[src/hw/rtl/chbd_pkg.sv]
package chbd_pkg;

    localparam int unsigned MAX_CHUNK_W     = 28;
    localparam logic [MAX_CHUNK_W-1:0] MAX_CHUNK_RESET = 28'h100_0000;

    localparam int unsigned MID_DEPTH_DEF   = 4;
    localparam int unsigned OUT_DEPTH_DEF   = 4;

    localparam logic [7:0] CH_CR  = 8'h0D;
    localparam logic [7:0] CH_LF  = 8'h0A;
    localparam logic [7:0] CH_TAB = 8'h09;
    localparam logic [7:0] CH_SP  = 8'h20;
    localparam logic [7:0] CH_EXT = 8'h3B;

    localparam logic [1:0] ST_BUSY = 2'd0;
    localparam logic [1:0] ST_DONE = 2'd1;
    localparam logic [1:0] ST_FAIL = 2'd2;

    // Classified input byte, front to back
    typedef struct packed {
        logic [7:0] body_byte;
        logic       is_hex;
        logic [3:0] hex_val;
        logic       is_blank;
        logic       is_ext;
        logic       is_cr;
        logic       is_lf;
        logic       first_byte;
        logic       last_byte;
    } cls_t;

    typedef struct packed {
        logic       data_valid;
        logic [7:0] payload_byte;
        logic [1:0] status;
    } res_t;

endpackage

[src/hw/rtl/chbd_fifo.sv]
module chbd_fifo #(
    parameter int unsigned WIDTH = 8,
    parameter int unsigned DEPTH = 4
) (
    input  logic             clk,
    input  logic             rst_n,
    input  logic             wr_en,
    input  logic [WIDTH-1:0] wr_data,
    output logic             full,
    input  logic             rd_en,
    output logic [WIDTH-1:0] rd_data,
    output logic             empty
);

    localparam int unsigned PTR_W = (DEPTH > 1) ? $clog2(DEPTH) : 1;
    localparam int unsigned CNT_W = $clog2(DEPTH + 1);

    logic [WIDTH-1:0] mem_reg [DEPTH];
    logic [PTR_W-1:0] wr_ptr_reg, wr_ptr_next;
    logic [PTR_W-1:0] rd_ptr_reg, rd_ptr_next;
    logic [CNT_W-1:0] count_reg, count_next;
    logic             do_wr, do_rd;

    assign full    = (count_reg == CNT_W'(DEPTH));
    assign empty   = (count_reg == '0);
    assign do_wr   = wr_en && !full;
    assign do_rd   = rd_en && !empty;
    assign rd_data = mem_reg[rd_ptr_reg];

    always_comb
    begin
        wr_ptr_next = wr_ptr_reg;
        rd_ptr_next = rd_ptr_reg;
        count_next  = count_reg;
        if (do_wr)
        begin
            wr_ptr_next = (wr_ptr_reg == PTR_W'(DEPTH - 1)) ? '0 : wr_ptr_reg + 1'b1;
        end
        if (do_rd)
        begin
            rd_ptr_next = (rd_ptr_reg == PTR_W'(DEPTH - 1)) ? '0 : rd_ptr_reg + 1'b1;
        end
        if (do_wr && !do_rd)
        begin
            count_next = count_reg + 1'b1;
        end
        else if (do_rd && !do_wr)
        begin
            count_next = count_reg - 1'b1;
        end
    end

    always_ff @(posedge clk or negedge rst_n)
    begin
        if (!rst_n)
        begin
            wr_ptr_reg <= '0;
            rd_ptr_reg <= '0;
            count_reg  <= '0;
        end
        else
        begin
            wr_ptr_reg <= wr_ptr_next;
            rd_ptr_reg <= rd_ptr_next;
            count_reg  <= count_next;
        end
    end

    always_ff @(posedge clk)
    begin
        if (do_wr)
        begin
            mem_reg[wr_ptr_reg] <= wr_data;
        end
    end

endmodule

[src/hw/rtl/chbd_front.sv]
module chbd_front (
    input  logic          [7:0] body_byte,
    input  logic                first_byte,
    input  logic                last_byte,
    output chbd_pkg::cls_t      cls
);

    always_comb
    begin
        cls            = '0;
        cls.body_byte  = body_byte;
        cls.first_byte = first_byte;
        cls.last_byte  = last_byte;
        cls.is_blank   = (body_byte == chbd_pkg::CH_SP) || (body_byte == chbd_pkg::CH_TAB);
        cls.is_ext     = (body_byte == chbd_pkg::CH_EXT);
        cls.is_cr      = (body_byte == chbd_pkg::CH_CR);
        cls.is_lf      = (body_byte == chbd_pkg::CH_LF);
        if (body_byte >= 8'h30 && body_byte <= 8'h39)
        begin
            cls.is_hex  = 1'b1;
            cls.hex_val = body_byte[3:0];
        end
        else if ((body_byte >= 8'h61 && body_byte <= 8'h66) ||
                 (body_byte >= 8'h41 && body_byte <= 8'h46))
        begin
            // 'a'..'f' and 'A'..'F' share the low three bits 1..6
            cls.is_hex  = 1'b1;
            cls.hex_val = 4'd9 + {1'b0, body_byte[2:0]};
        end
    end

endmodule

[src/hw/rtl/chbd_back.sv]
module chbd_back (
    input  logic                clk,
    input  logic                rst_n,
    input  logic                cfg_we,
    input  logic         [27:0] cfg_data,
    input  logic                step,
    input  chbd_pkg::cls_t      cls,
    output chbd_pkg::res_t      res
);

    typedef enum logic [3:0] {
        PH_SIZE    = 4'd0,
        PH_SIZE_LF = 4'd1,
        PH_EXT     = 4'd2,
        PH_EXT_LF  = 4'd3,
        PH_DATA    = 4'd4,
        PH_POST    = 4'd5,
        PH_POST_LF = 4'd6,
        PH_DONE    = 4'd7,
        PH_FAIL    = 4'd8
    } phase_t;

    localparam int unsigned W = chbd_pkg::MAX_CHUNK_W;

    phase_t         phase_reg, phase_next, phase_cur;
    logic [W-1:0]   acc_reg, acc_next, acc_cur;
    logic [W-1:0]   left_reg, left_next, left_cur;
    logic           seen_reg, seen_next, seen_cur;
    logic [W-1:0]   max_chunk_reg;

    logic [W-1:0]   sb_acc_in;
    logic [W+3:0]   sb_prod;
    logic           sb_over;
    phase_t         sb_phase;
    logic [W-1:0]   sb_acc;
    logic           sb_seen;

    // A first byte restarts at a fresh size line
    always_comb
    begin
        phase_cur = cls.first_byte ? PH_SIZE : phase_reg;
        acc_cur   = cls.first_byte ? '0 : acc_reg;
        left_cur  = cls.first_byte ? '0 : left_reg;
        seen_cur  = cls.first_byte ? 1'b0 : seen_reg;
    end

    // Size line byte; after a chunk a non-CR byte opens a new line
    always_comb
    begin
        sb_acc_in = (phase_cur == PH_POST) ? '0 : acc_cur;
        sb_prod   = {sb_acc_in, 4'b0000} + {{W{1'b0}}, cls.hex_val};
        sb_over   = sb_prod > {4'b0000, max_chunk_reg};
        sb_phase  = PH_SIZE;
        sb_acc    = sb_acc_in;
        sb_seen   = (phase_cur == PH_POST) ? 1'b0 : seen_cur;
        if (cls.is_hex)
        begin
            sb_acc  = sb_prod[W-1:0];
            sb_seen = 1'b1;
            if (sb_over)
            begin
                sb_phase = PH_FAIL;
            end
        end
        else if (cls.is_blank)
        begin
            sb_phase = PH_SIZE;
        end
        else if (cls.is_ext)
        begin
            sb_phase = PH_EXT;
        end
        else if (cls.is_cr)
        begin
            sb_phase = PH_SIZE_LF;
        end
        else
        begin
            sb_phase = PH_FAIL;
        end
    end

    always_comb
    begin
        phase_next = phase_cur;
        acc_next   = acc_cur;
        left_next  = left_cur;
        seen_next  = seen_cur;
        res        = '0;

        case (phase_cur)
            PH_SIZE:
            begin
                phase_next = sb_phase;
                acc_next   = sb_acc;
                seen_next  = sb_seen;
            end
            PH_SIZE_LF, PH_EXT_LF:
            begin
                if (cls.is_lf)
                begin
                    if (!seen_cur)
                    begin
                        phase_next = PH_FAIL;
                    end
                    else if (acc_cur == '0)
                    begin
                        phase_next = PH_DONE;
                    end
                    else
                    begin
                        left_next  = acc_cur;
                        phase_next = PH_DATA;
                    end
                end
                else if (phase_cur == PH_SIZE_LF)
                begin
                    phase_next = PH_FAIL;
                end
                else if (!cls.is_cr)
                begin
                    phase_next = PH_EXT;
                end
            end
            PH_EXT:
            begin
                if (cls.is_cr)
                begin
                    phase_next = PH_EXT_LF;
                end
            end
            PH_DATA:
            begin
                res.data_valid   = 1'b1;
                res.payload_byte = cls.body_byte;
                left_next        = left_cur - 1'b1;
                if (left_next == '0)
                begin
                    phase_next = PH_POST;
                end
            end
            PH_POST:
            begin
                if (cls.is_cr)
                begin
                    phase_next = PH_POST_LF;
                end
                else
                begin
                    phase_next = sb_phase;
                    acc_next   = sb_acc;
                    seen_next  = sb_seen;
                end
            end
            PH_POST_LF:
            begin
                if (cls.is_lf)
                begin
                    phase_next = PH_SIZE;
                    acc_next   = '0;
                    seen_next  = 1'b0;
                end
                else
                begin
                    phase_next = PH_FAIL;
                end
            end
            PH_DONE:
            begin
                phase_next = PH_DONE;
            end
            default:
            begin
                phase_next = PH_FAIL;
            end
        endcase

        // Input ended before the zero chunk: truncated body
        if (cls.last_byte && phase_next != PH_DONE)
        begin
            phase_next = PH_FAIL;
        end

        if (phase_next == PH_DONE)
        begin
            res.status = chbd_pkg::ST_DONE;
        end
        else if (phase_next == PH_FAIL)
        begin
            res.status = chbd_pkg::ST_FAIL;
        end
        else
        begin
            res.status = chbd_pkg::ST_BUSY;
        end
    end

    always_ff @(posedge clk or negedge rst_n)
    begin
        if (!rst_n)
        begin
            phase_reg     <= PH_SIZE;
            acc_reg       <= '0;
            left_reg      <= '0;
            seen_reg      <= 1'b0;
            max_chunk_reg <= chbd_pkg::MAX_CHUNK_RESET;
        end
        else
        begin
            if (cfg_we)
            begin
                max_chunk_reg <= cfg_data;
            end
            if (step)
            begin
                phase_reg <= phase_next;
                acc_reg   <= acc_next;
                left_reg  <= left_next;
                seen_reg  <= seen_next;
            end
        end
    end

endmodule

[src/hw/rtl/http_chunked_body_decoder_core.sv]
// Chunked body decoder: one body byte in, one result (payload byte and status) out.
// Each accepted byte passes the mid queue, the parser step and the output queue.
// Throughput: 1 byte per cycle while a byte waits and the output queue has room.
// Each side has its own queue, so a stalled reader does not stop input until it fills.
// Reset (rst_n low, asynchronous) empties both queues, returns the parser to the
// start of a size line and sets max_chunk to 16777216.
module http_chunked_body_decoder_core #(
    parameter int unsigned MID_DEPTH = chbd_pkg::MID_DEPTH_DEF,
    parameter int unsigned OUT_DEPTH = chbd_pkg::OUT_DEPTH_DEF
) (
    input  logic        clk,
    input  logic        rst_n,
    input  logic        cfg_we,
    input  logic [27:0] max_chunk,
    input  logic        push,
    output logic        full,
    input  logic  [7:0] body_byte,
    input  logic        first_byte,
    input  logic        last_byte,
    output logic        empty,
    input  logic        pop,
    output logic        data_valid,
    output logic  [7:0] payload_byte,
    output logic  [1:0] status
);

    chbd_pkg::cls_t cls_in;
    chbd_pkg::cls_t cls_q;
    chbd_pkg::res_t res_d;
    chbd_pkg::res_t res_q;
    logic           mid_empty;
    logic           out_full;
    logic           step;

    chbd_front u_front (
        .body_byte  (body_byte),
        .first_byte (first_byte),
        .last_byte  (last_byte),
        .cls        (cls_in)
    );

    chbd_fifo #(
        .WIDTH ($bits(chbd_pkg::cls_t)),
        .DEPTH (MID_DEPTH)
    ) u_mid_q (
        .clk     (clk),
        .rst_n   (rst_n),
        .wr_en   (push),
        .wr_data (cls_in),
        .full    (full),
        .rd_en   (step),
        .rd_data (cls_q),
        .empty   (mid_empty)
    );

    // Advance the parser only when a request waits and the result has room
    assign step = !mid_empty && !out_full;

    chbd_back u_back (
        .clk      (clk),
        .rst_n    (rst_n),
        .cfg_we   (cfg_we),
        .cfg_data (max_chunk),
        .step     (step),
        .cls      (cls_q),
        .res      (res_d)
    );

    chbd_fifo #(
        .WIDTH ($bits(chbd_pkg::res_t)),
        .DEPTH (OUT_DEPTH)
    ) u_out_q (
        .clk     (clk),
        .rst_n   (rst_n),
        .wr_en   (step),
        .wr_data (res_d),
        .full    (out_full),
        .rd_en   (pop),
        .rd_data (res_q),
        .empty   (empty)
    );

    assign data_valid   = res_q.data_valid;
    assign payload_byte = res_q.payload_byte;
    assign status       = res_q.status;

endmodule
[config.mk]
export PLATFORM = sky130hd
export DESIGN_NAME = http_chunked_body_decoder_core
export DESIGN_NICKNAME = d
export VERILOG_FILES = /design/src/hw/rtl/chbd_pkg.sv /design/src/hw/rtl/chbd_fifo.sv /design/src/hw/rtl/chbd_front.sv /design/src/hw/rtl/chbd_back.sv /design/src/hw/rtl/http_chunked_body_decoder_core.sv
export SDC_FILE = /design/constraint.sdc
export NUM_CORES = 1
export LEC_CHECK = 0
export ABC_AREA = 1
export BUFFER_PORTS_ARGS = -buffer_cell sky130_fd_sc_hd__buf_2
export CAP_MARGIN = 0
export CELL_PAD_IN_SITES_DETAIL_PLACEMENT = 0
export CELL_PAD_IN_SITES_GLOBAL_PLACEMENT = 1
export CORE_MARGIN = 1.5
export CORE_UTILIZATION = 44
export CTS_BUF_LIST = sky130_fd_sc_hd__clkbuf_4
export CTS_CLUSTER_DIAMETER = 30
export DETAILED_ROUTE_END_ITERATION = 6
export GPL_TIMING_DRIVEN = 1
export MAX_ROUTING_LAYER = met4
export PLACE_DENSITY_LB_ADDON = 0.1
export SLEW_MARGIN = 15
export SYNTH_ARGS = -nofsm -noshare
export SYNTH_HDL_FRONTEND = slang
export SYNTH_SLANG_ARGS = --single-unit
export TNS_END_PERCENT = 10
[constraint.sdc]
create_clock -name clk -period 3.2 [get_ports clk]
set_input_delay 0.32 -clock clk [delete_from_list [all_inputs] [get_ports clk]]
set_output_delay 0.32 -clock clk [all_outputs]
set_load 0.01 [all_outputs]
# After elaboration in Yosys (flattened, before gate mapping)
# Memory sizes are Yosys's and may differ from the RTL's.
# Cells that the tools add are included.
# W data, S select, Z words.
[totals] reg_bits=103 ram_bits=120 inputBits=43 output_inout_bits=13 word_cells=134 n_memories=2
[op_classes] add_sub_neg=11 magnitude_cmp=7 n_eq_ne=21 muxes=51 reduce_logical=31
[mem_list] memory="u_mid_q.mem_reg" depth=4 word_bits=19 read_ports=1 rd_ports_with_merged_regs=0 write_ports=1 line="chbd_fifo.sv:18" rtl="logic [WIDTH-1:0] mem_reg [DEPTH];"
[mem_list] memory="u_out_q.mem_reg" depth=4 word_bits=11 read_ports=1 rd_ports_with_merged_regs=0 write_ports=1 line="chbd_fifo.sv:18"
[ops] op="$mux W28" count=9
[ops] op="$pmux W28 S3" count=1
[ops] op="$mux W4" count=15
[ops] op="$logic_not A28 Y1" count=2
[ops] op="$pmux W28 S2" count=1
[ops] op="$add A32 B4 Y32" count=1
[ops] op="$gt A32 B28 Y1" count=1
[ops] op="$pmux W4 S7" count=1
[ops] op="$sub A28 B1 Y28 const B" count=1
[ops] op="$eq A8 B4 Y1 const B" count=3
[ops] op="$eq A4 B3 Y1 const B" count=5
[ops] op="$eq A8 B6 Y1 const B" count=2
[ops] op="$ge A8 B7 Y1 const B" count=2
[ops] op="$le A8 B7 Y1 const B" count=2
[ops] op="$mux W2" count=7
[ops] op="$logic_and A1 B1 Y1" count=13
[ops] op="$mux W3" count=4
[ops] op="$mux W5" count=2
[ops] op="$mux W1" count=9
[ops] op="$mux W9" count=1
[ops] op="$add A2 B1 Y2 const B" count=4
[ops] op="$eq A2 B2 Y1 const B" count=4
[ops] op="$eq A4 B2 Y1 const B" count=2
[ops] op="$ge A8 B6 Y1 const B" count=1
[ops] op="15 further kinds" count=28

# Logic depth before layout (Yosys ltp)
# An unclocked memory read counts as a cell.
[depth] depth_word=16 mapped_depth=27 mapped_depth_nobuf=26

# Modules after synthesis
# A second synthesis with hierarchy kept.
[unflattened] hier_cells=1616 hier_area_um2=13386.6
[by_module_without_submodules] module="chbd_back" instances=1 cells_per_inst=1085 area_per_inst_um2=7188.1 seq_area_each_um2=2228.4
[by_module_without_submodules] module="chbd_fifo (u_mid_q)" instances=1 cells_per_inst=282 area_per_inst_um2=3593.4 seq_area_each_um2=2457.4
[by_module_without_submodules] module="chbd_fifo (u_out_q)" instances=1 cells_per_inst=189 area_per_inst_um2=2225.9 seq_area_each_um2=1496.4
[by_module_without_submodules] module="chbd_front" instances=1 cells_per_inst=59 area_per_inst_um2=375.4 seq_area_each_um2=0.0
[by_module_without_submodules] module="http_chunked_body_decoder_core" instances=1 cells_per_inst=1 area_per_inst_um2=3.8 seq_area_each_um2=0.0

# Worst setup path before layout
# Ideal clock, no wire load.
[synth_timing] kind="flip-flop to flip-flop" from="reg u_mid_q.rd_ptr_reg[0]" to="mem u_out_q.mem_reg[0][1] (netlist name), data pin" setup_time_ns=0.264 t_arrival_ns=2.860 t_required_ns=2.936 path_slack_ns=0.076 path_stages_with_launch=24 path_buffers=2 synth_period_minus_slack_ns=3.124 cell_sequence="dfrtp_1 -> inv_2 -> buf_6 -> nand2_1 -> nand3_2 -> nand2_4 -> nand3b_1 -> nor3_4 -> clkbuf_1 -> nor3_1 -> ha_1 -> a21oi_1 -> nand3b_1 -> a21oi_1 -> nor2_1 -> nand3_1 -> nand2_1 -> nand3_1 -> nand2_1 -> nand2_1 -> nand2_1 -> nand2_1 -> a21oi_1 -> nand2_2"
[synth_rtl] element="start, declared" line="chbd_fifo.sv:20" rtl="logic [PTR_W-1:0] rd_ptr_reg, rd_ptr_next;"
[synth_rtl] element="start signal, assigned" line="chbd_fifo.sv:64" rtl="rd_ptr_reg <= rd_ptr_next;"
[synth_rtl] element="end, declared" line="chbd_fifo.sv:18"

==> results.cfg <==
[synthesis]
synth_area_per_cell_um2 = 8.284
synth_cells = 1505
ys_ff_latch = 223
syn_area_mm2 = 0.01247
syn_nets = 1597
yosysUniqueCellTypes = 51
yosys_warnings = 0
yosysSeqAreaShare = 0.4959

[timing]
hold_violations = 0
clock.fmax_mhz = 316.5
post-route-period-util = 0.9874
rsz0062_at_grt = true
setup_violations = 0
tns_ps = 0
relSlewSlack = 0.2659
worstMarginPinSlew_ps = 1097
worst_slack_ps = 40.22
finClkSkew_ps = 76.83
fin_crit_ps = 3160
slew_viol_final = 0

[setup_path]
crit_path_top_delay_cell = dfrtp_1
required_ps = 3570
critPathTopFamily = simple AND/OR/NAND/NOR gates
crit_chain = inv_2, nand2_1, nand3_2, nand2_4, nand3b_1, nor3_4, buf_12, nor3_2, ha_1, a21oi_1, nand3b_1, a21oi_1, nor2_1, nand3_1, nand2_1, nand3_1, nand2_1, nand2_1, nand2_2, nand2_1, a21oi_2, buf_4, nand2_2
r2r-start = u_mid_q.rd_ptr_reg[0]
cp.arrival_ps = 3530
critical_path_class = flop to flop
worstSetupStartpointType = flop
crit_path_max_incr_delay_ps = 400
cp_max_fo = 20
cp_num_buf_inv = 3
crit_top_cell = nand2_1
worst_setup_path_end_kind = flop
startpoint = u_mid_q.rd_ptr_reg[0]

[floorplanning]
ios = 56
start_util = 0.4475
die_h_um = 171.3
dieArea_mm2 = 0.02935
core-area_mm2 = 0.02786
dieWidth_um = 171.3
std_cell_rows = 61

[route]
ant_nets = 0
wire_per_inst_um = 16.37
num_vias = 11170
drt-initial-drc-count = 818
post-route-drc-count = 0
via_per_inst = 5.234
firstDrtPassIters = 6
routed_wl_um = 34920

[worst_hold_path]
hold_path_class = primary input to flop
min-delay-start = pop

[clock_tree]
insertion_delay_ps = 700
clockBufferDepth = 3
cts_tree = yes
cts-htree-levels = 3
clock-sinks = 223
clk_pin_slew_ps = 60
cts_root_buf = clkbuf_4
cts_buffers = 68

[power]
p_per_area_mw_per_mm2 = 1118
ir_drop_mv = 0.6031
p_leak_nw = 6.808

[place]
postPlaceCellArea_mm2 = 0.01376
port_buffers = 55
pre_cts_slack_ps = 7.674
place_hpwl_um = 23830
gp_congestion = 0.8746

[global_route]
track_usage = 0.2534
grt_pass1_vias = 10710
grt-ovfl-total = 0
grt_pass1_wl_um = 56010
antenna_found_initial = 1
grt_max_degree = 99

[final_layout]
nets = 1795
final-seq-area_mm2 = 0.006182
largest_reg_flops = 76
stdcell_area_mm2 = 0.01510
nFillCells = 2704
final_util = 0.5421
drive_above_1_share = 0.1761
multi_input_area_mm2 = 0.005406
area_growth_pct = 21.14

[run]
max-cap-violations = 0

[status]
status = finished, final reports clean
[kinds of logic (layout without fill, tap and decap cells)]
logic type / Yosys count / after routing / share of synthesized area
AO/OA/AOI/OAI: 376 / 376 / 0.1682
flip-flops: 223 / 223 / 0.4959
XOR/XNOR: 7 / 7 / 0.004918
buffers and inverters: 227 / 477 / 0.07316
adder cells (fa/ha/maj): 49 / 49 / 0.05038
multiplexers: 3 / 3 / 0.002710
AND/OR/NAND/NOR: 620 / 620 / 0.2047
other: 0 / 1 / 0
[layout by cell type (no fill, tap or decap), types with 18 or more instances in the layout]
cell type,netlist,layout
dfrtp_1,102,102
buf_2,15,54
nor2_1,236,235
ha_1,47,46
edfxtp_1,120,120
dlygate4sd3_1,0,39
o22ai_1,18,18
buf_4,5,104
a21oi_1,94,93
inv_1,145,145
nand3_1,47,46
clkbuf_4,0,99
nand2_1,280,277
a31oi_1,21,21
o21ai_0,190,189
nand4_1,26,26
[where the power goes]
part / switching, mW / total (mW) / internal, mW
combinational: 5.97 / 9.42 / 3.45
clock: 1.27 / 2.93 / 1.67
sequential: 0.516 / 4.53 / 4.01
total: 7.75 / 16.9 / 9.13
[path summary, 6_finish.rpt]
kind                                       endpoint  slack, ps  cells past startpoint
max in group asynchronous  u_back.max_chunk_reg[24]       2230                      3
min reg2reg                    u_out_q.count_reg[2]        490                      1
max reg2reg                   u_out_q.mem_reg[0][1]         40                     23
min                           u_out_q.rd_ptr_reg[1]         60                      5
max                           u_out_q.mem_reg[0][1]         40                     23
min in group asynchronous      u_mid_q.count_reg[2]        140                      2
[metal layers]
layer  up-vias  global-route usage  wire (um)
met5         -                   -          0
met4         0             0.08162        728
li1       5573                   -          -
met2       347              0.3918      15940
met1      5192              0.3429      16260
met3        57             0.03912       1988
[worst register-to-register path, cell delays in order (launching register included)]
cell      delay [ps]
dfrtp_1          400
inv_2             70
nand2_1           70
nand3_2           80
nand2_4          110
nand3b_1         140
nor3_4           180
buf_12           180
nor3_2            70
ha_1             300
a21oi_1          120
nand3b_1         120
a21oi_1           70
nor2_1           150
nand3_1          100
nand2_1           60
nand3_1           60
nand2_1           60
nand2_1           60
nand2_2           80
nand2_1           70
a21oi_2          120
buf_4            130
nand2_2           80
[final cells by class]
cell class,count,share of cell area
diodes,1,0.0001657
clock buffers,99,0.04921
clock inverters,23,0.01185
inverters,153,0.03803
multi-input cells,1055,0.3580
flip-flops and latches,223,0.4094
well taps,378,0.03132
repair buffers,202,0.1021
[cells in the mapped netlist (all sizes together)]
master   number  share of area
a211oi        3         0.0018
a21oi        95          0.038
a221oi        7         0.0049
a22oi         7         0.0042
a31oi        21          0.011
a32o          2         0.0016
a32oi         3         0.0021
a41oi         8         0.0056
and2          1        0.00050
buf          28          0.013
clkbuf       46          0.014
clkinv        2        0.00060
dfrtp       102           0.20
dfstp         1         0.0021
edfxtp      120           0.29
fa            2         0.0032
ha           47          0.047
inv         151          0.045
mux2          3         0.0027
nand2       285          0.087
nand3        49          0.020
nand3b        3         0.0018
nand4        26          0.013
nor2        240          0.073
nor3          9         0.0045
nor3b         2         0.0012
nor4          2         0.0010
o2111ai       2         0.0014
o211ai        3         0.0018
o21ai       197          0.080
o21bai        1        0.00060
o221ai        7         0.0049
o22ai        18         0.0090
o31ai         2         0.0012
or2           3         0.0015
xnor2         5         0.0035
xor2          2         0.0014
[metrics by stage]
step	total power [mW]	instances	hold WS, ps
finish	16.88	2134	55.14
global placement	13.81	1972	345.5
detailed placement	13.88	1972	348.6
CTS	16.95	2133	5.392
floorplan	10.47	1505	24.41
global route	18.37	2134	49.37
[repair_timing]
item,4_1_cts,5_1_grt
setup endpoints to repair,4,12
gates resized for setup,3,6
hold endpoints to repair,105,0
pin swaps,0,2
setup buffers,0,0
cloned,0,0
hold buffers,39,0
No activity file was read; power rests on OpenSTA's default activity.
